<file path="config.mk">
export PLATFORM = sky130hd
export DESIGN_NAME = qgac_sqrt
export DESIGN_NICKNAME = d
export VERILOG_FILES = /design/src/rtl/qgac_pkg.sv /design/src/rtl/qgac_sqrt.sv
export SDC_FILE = /design/constraint.sdc
export NUM_CORES = 1
export LEC_CHECK = 0
export ABC_AREA = 1
export BUFFER_PORTS_ARGS = -buffer_cell sky130_fd_sc_hd__buf_2
export CAP_MARGIN = 0
export CELL_PAD_IN_SITES_DETAIL_PLACEMENT = 0
export CELL_PAD_IN_SITES_GLOBAL_PLACEMENT = 1
export CORE_MARGIN = 2
export CORE_UTILIZATION = 50
export CTS_CLUSTER_SIZE = 16
export DETAILED_ROUTE_END_ITERATION = 10
export PLACE_DENSITY = 0.93
export SYNTH_ARGS = -nofsm -noshare
export SYNTH_HDL_FRONTEND = slang
export SYNTH_SLANG_ARGS = --single-unit
</file>
<file path="constraint.sdc">
create_clock -name i_clk -period 17.4 [get_ports i_clk]
set_input_delay 1.74 -clock i_clk [delete_from_list [all_inputs] [get_ports i_clk]]
set_output_delay 1.74 -clock i_clk [all_outputs]
set_load 0.01 [all_outputs]
</file>
<file path="src/rtl/qgac_pkg.sv">
// qgac_pkg: widths, latencies, constants and helpers for the quaternion attitude core
// no dependencies; imported by qgac_sqrt, qgac_cordic and the top level
`default_nettype none

package qgac_pkg;

    localparam int DATA_W     = 16;
    localparam int IN_TDATA_W = 112;
    localparam int OUT_TDATA_W = 144;

    // integer square root
    localparam int SQ_IN_W   = 32;
    localparam int SQ_OUT_W  = SQ_IN_W / 2;
    localparam int SQ_REM_W  = SQ_OUT_W + 2;
    localparam int SQ_STEPS  = SQ_OUT_W;
    localparam int SQ_PER    = 4;
    localparam int SQ_STAGES = SQ_STEPS / SQ_PER;

    // cordic vectoring
    localparam int CW_IN      = 34;
    localparam int CW         = 44;
    localparam int NORM_BIT   = 40;
    localparam int SH_W       = 6;
    localparam int ANG_W      = 24;
    localparam int ROUND_SH   = 7;
    localparam int ANG_OUT_W  = ANG_W - ROUND_SH;
    localparam int IT_STEPS   = 20;
    localparam int IT_PER     = 2;
    localparam int IT_STAGES  = IT_STEPS / IT_PER;
    localparam int CORDIC_LAT = IT_STAGES + 4;

    localparam logic signed [ANG_W-1:0] HALF_PI_Q20 = 24'sd1647099;
    localparam logic signed [ANG_W-1:0] ROUND_ADD   = 24'sd64;
    localparam logic signed [ANG_OUT_W-1:0] YAW_LIMIT  = 17'sd25736;
    localparam logic signed [ANG_OUT_W-1:0] TILT_LIMIT = 17'sd12868;
    localparam logic signed [CW_IN-1:0] YAW_BIAS = 34'sd134217728;

    // front end: products, gravity, squares, sums
    localparam int FRONT_LAT = 4;
    localparam int YAW_DLY   = SQ_STAGES + 2;
    localparam int GL_DLY    = SQ_STAGES + CORDIC_LAT + 1;
    localparam int LAT       = FRONT_LAT + SQ_STAGES + CORDIC_LAT + 1;

    typedef struct packed {
        logic signed [DATA_W-1:0] gx;
        logic signed [DATA_W-1:0] gy;
        logic signed [DATA_W-1:0] gz;
        logic signed [DATA_W-1:0] lx;
        logic signed [DATA_W-1:0] ly;
        logic signed [DATA_W-1:0] lz;
    } t_grav_lin;

    function automatic logic [ANG_W-1:0] atan_q20(input logic [4:0] idx);
        logic [ANG_W-1:0] v;
        case (idx)
            5'd0:    v = 24'd823550;
            5'd1:    v = 24'd486170;
            5'd2:    v = 24'd256879;
            5'd3:    v = 24'd130396;
            5'd4:    v = 24'd65451;
            5'd5:    v = 24'd32757;
            5'd6:    v = 24'd16383;
            5'd7:    v = 24'd8192;
            5'd8:    v = 24'd4096;
            5'd9:    v = 24'd2048;
            5'd10:   v = 24'd1024;
            5'd11:   v = 24'd512;
            5'd12:   v = 24'd256;
            5'd13:   v = 24'd128;
            5'd14:   v = 24'd64;
            5'd15:   v = 24'd32;
            5'd16:   v = 24'd16;
            5'd17:   v = 24'd8;
            5'd18:   v = 24'd4;
            5'd19:   v = 24'd2;
            default: v = '0;
        endcase
        return v;
    endfunction

    function automatic logic signed [DATA_W-1:0] sat16(input logic signed [35:0] v);
        logic signed [DATA_W-1:0] r;
        if (v > 36'sd32767) begin
            r = 16'sh7fff;
        end else if (v < -36'sd32768) begin
            r = 16'sh8000;
        end else begin
            r = v[DATA_W-1:0];
        end
        return r;
    endfunction

endpackage

`default_nettype wire

</file>
<file path="src/rtl/qgac_sqrt.sv">
// qgac_sqrt: pipelined floor integer square root, several digits per stage
// depends on qgac_pkg
`default_nettype none

module qgac_sqrt (
    input  wire logic                         i_clk,
    input  wire logic                         i_en,
    input  wire logic [qgac_pkg::SQ_IN_W-1:0] i_num,
    output logic [qgac_pkg::SQ_OUT_W-1:0]     o_root
);
    import qgac_pkg::*;

    logic [SQ_IN_W-1:0]  w_num  [SQ_STAGES+1];
    logic [SQ_REM_W-1:0] w_rem  [SQ_STAGES+1];
    logic [SQ_OUT_W-1:0] w_root [SQ_STAGES+1];

    assign w_num[0]  = i_num;
    assign w_rem[0]  = '0;
    assign w_root[0] = '0;

    for (genvar s = 0; s < SQ_STAGES; s++) begin : g_stage
        logic [SQ_IN_W-1:0]  n_num,  r_num;
        logic [SQ_REM_W-1:0] n_rem,  r_rem;
        logic [SQ_OUT_W-1:0] n_root, r_root;

        always_comb begin
            n_num  = w_num[s];
            n_rem  = w_rem[s];
            n_root = w_root[s];
            for (int j = 0; j < SQ_PER; j++) begin
                logic [SQ_REM_W+1:0] rt;
                logic [SQ_REM_W+1:0] trial;
                rt    = {n_rem, n_num[SQ_IN_W-1 -: 2]};
                trial = {2'b00, n_root, 2'b01};
                if (rt >= trial) begin
                    n_rem  = SQ_REM_W'(rt - trial);
                    n_root = {n_root[SQ_OUT_W-2:0], 1'b1};
                end else begin
                    n_rem  = SQ_REM_W'(rt);
                    n_root = {n_root[SQ_OUT_W-2:0], 1'b0};
                end
                n_num = {n_num[SQ_IN_W-3:0], 2'b00};
            end
        end

        always_ff @(posedge i_clk) begin
            if (i_en) begin
                r_num  <= n_num;
                r_rem  <= n_rem;
                r_root <= n_root;
            end
        end

        assign w_num[s+1]  = r_num;
        assign w_rem[s+1]  = r_rem;
        assign w_root[s+1] = r_root;
    end

    assign o_root = w_root[SQ_STAGES];

endmodule

`default_nettype wire

</file>
==> results_dict.tcl <==
set metrics [dict create \
    status "completed" \
    cp-start-kind "register" \
    coreArea_sq_um 32500 \
    synth_edf_count 142 \
    irDropWorstVdd_uv 82.8 \
    hpwl_um 39600 \
    finalCriticalPeriod_ns 10.00 \
    drt_wl_total_um 48500 \
    design.die.area_sq_um 34400 \
    cts_setup_buffers 0 \
    finalCritPeriodShare_pct 57.5 \
    power_uw 2910 \
    grtUsageTotal_pct 28.8 \
    antenna_found_initial 0 \
    path_buf_inv 6 \
    clk_latency_ns 0.45 \
    final_common_cell "nand2_1" \
    initial_utilization_pct 50.7 \
    worst_pin_slew_ns 1.10 \
    vias_per_cell 5.40 \
    dominantRegCellSynth "edfxtp_1" \
    grt_max_degree 84 \
    max_freq_ghz 0.100 \
    crit_type "register to register" \
    port_buffers 49 \
    fillers 3308 \
    ys_types 52 \
    grt_pass1_wl_um 77300 \
    clk_pin_slew_ns 0.07 \
    finalClockSkew_ns 0.0142 \
    setup_viol 0 \
    nets 2744 \
    synth_area_leaders "edfxtp_1, nand2_1, ha_1" \
    synth_area_sq_um 16400 \
    htree_num_levels 4 \
    drive_above_1_share_pct 6.30 \
    p_per_area_nw_per_um2 165 \
    drt-initial-drc-count 1218 \
    yosysTopAreaCellShare_pct 25.9 \
    synthArstFlopShare_pct 0 \
    worst_path_most_repeated_cell "nand2_1" \
    clockBufferDepth 2 \
    via_count 16300 \
    slew_headroom_pct 26.7 \
    cts_tree "done" \
    overflow 0 \
    n_antenna_cell 0 \
    place.gp.congestion 0.963 \
    hold_viol_final 0 \
    area_growth_pct 7.40 \
    yosysTopAreaCell "edfxtp_1" \
    ys_warn_count 0 \
    cp.arrival_ns 10.21 \
    ioPinCount 50 \
    critPathTopFamily "simple AND/OR/NAND/NOR gates" \
    ant_nets 0 \
    syn_area_per_cell_sq_um 6.54 \
    rsz0062_at_grt "no" \
    cts_buffers 17 \
    ys_seq_area_share_pct 25.9 \
    die_width_um 185 \
    min_path_type "register to register" \
    max_stage_delay_ns 0.69 \
    cp-end-kind "register" \
    die_h_um 185 \
    cp_slowest_cell "inv_1" \
    cap_violations 0 \
    cts_resized 0 \
    hold_buffers 0 \
    wl_per_cell_um 16.1 \
    syn_inst 2514 \
    clockRootBuffer "clkbuf_16" \
    num_rows 66 \
    drc 0 \
    cts.sinks 142 \
    grt_pass1_vias 15400 \
    cp_data_required_time_ns 17.60 \
    drv_slew 0 \
    most-common-layout-cells "nand2_1, inv_1, nor2_1" \
    dr.pass1.iters 5 \
    ys_ff_latch 142 \
    critPathMaxFanout 21 \
    setup_tns_ns 0 \
    leakage_uw 0.00873 \
]
[kinds of logic (layout without fill, tap and decap cells)]
kind of cell,count (synthesis),after routing,synth area share [%]
AOI/OAI and AO/OA,336,336,11.2
xor gates and xnor gates,106,106,5.65
adders and majority gates,151,151,11.5
buffers and inverters,386,443,9.32
DFF,142,142,25.9
other,1,2,0.0228
and+or+nand+nor,1392,1392,36.4
[synth_stat cells (all sizes together), types with 28 or more instances]
master and number:
inv 360, ha 151, xor2 56, nand2 767, nand3 219, a21oi 135
o21ai 150, edfxtp 142, nor3 28, xnor2 50, nor2 278, nand4 53
[final cells by class]
type                       count  area [sq um]  share of cell area (%)
multi-input combinational   1987         10700                    60.3
timing repair buffer          50           259                    1.47
clock buffer                  17           425                    2.41
tap                          442           553                    3.13
clock inverter                15           151                   0.857
sequential                   142          4260                    24.1
inverter                     361          1360                    7.69
[layer usage]
metal  vias up  routed length, um  GRT usage [%]
met5         -                  0              0
met4         0               1530           10.4
met3        82               2180           3.17
met2       449              23400           51.1
met1      7371              21400           36.0
li1       8371                  -              -
[sequential cells by signal, summed over array words and instances, names as in the netlist]
name            count
g_stage.r_rem      54
g_stage.r_num      48
g_stage.r_root     24
o_root             16
[path summary, 6_finish.rpt]
kind | slack [ns] | cells after the start | end | startpoint
max | 7.40 | 38 | o_root[0] | g_stage[2].r_root[0]
min | 0.42 | 0 | g_stage[1].r_num[30] | g_stage[0].r_num[22]
max reg2reg | 7.40 | 38 | o_root[0] | g_stage[2].r_root[0]
min reg2reg | 0.42 | 0 | g_stage[1].r_num[30] | g_stage[0].r_num[22]
[power breakdown]
group	internal, uW	total (uW)	switching [uW]	leakage (uW)
sequential	469	522	53.6	0.00136
clock	190	368	177	0.000282
combinational	684	2020	1340	0.00710
total	1340	2910	1570	0.00873
[metrics by stage]
step	cell area, sq um	worst slack (ns)	utilization [%]	hold WS (ns)	cells
final	17700	7.40	54.4	0.422	3014
after detailed placement	17100	7.54	52.6	0.405	2982
after floorplan	16400	10.43	-	0.400	2515
after global routing	17700	6.20	54.4	0.427	3014
after global placement	17100	7.38	52.6	0.401	2982
after CTS	17700	7.54	54.4	0.425	3014
Power figures use the tool's default switching activity.
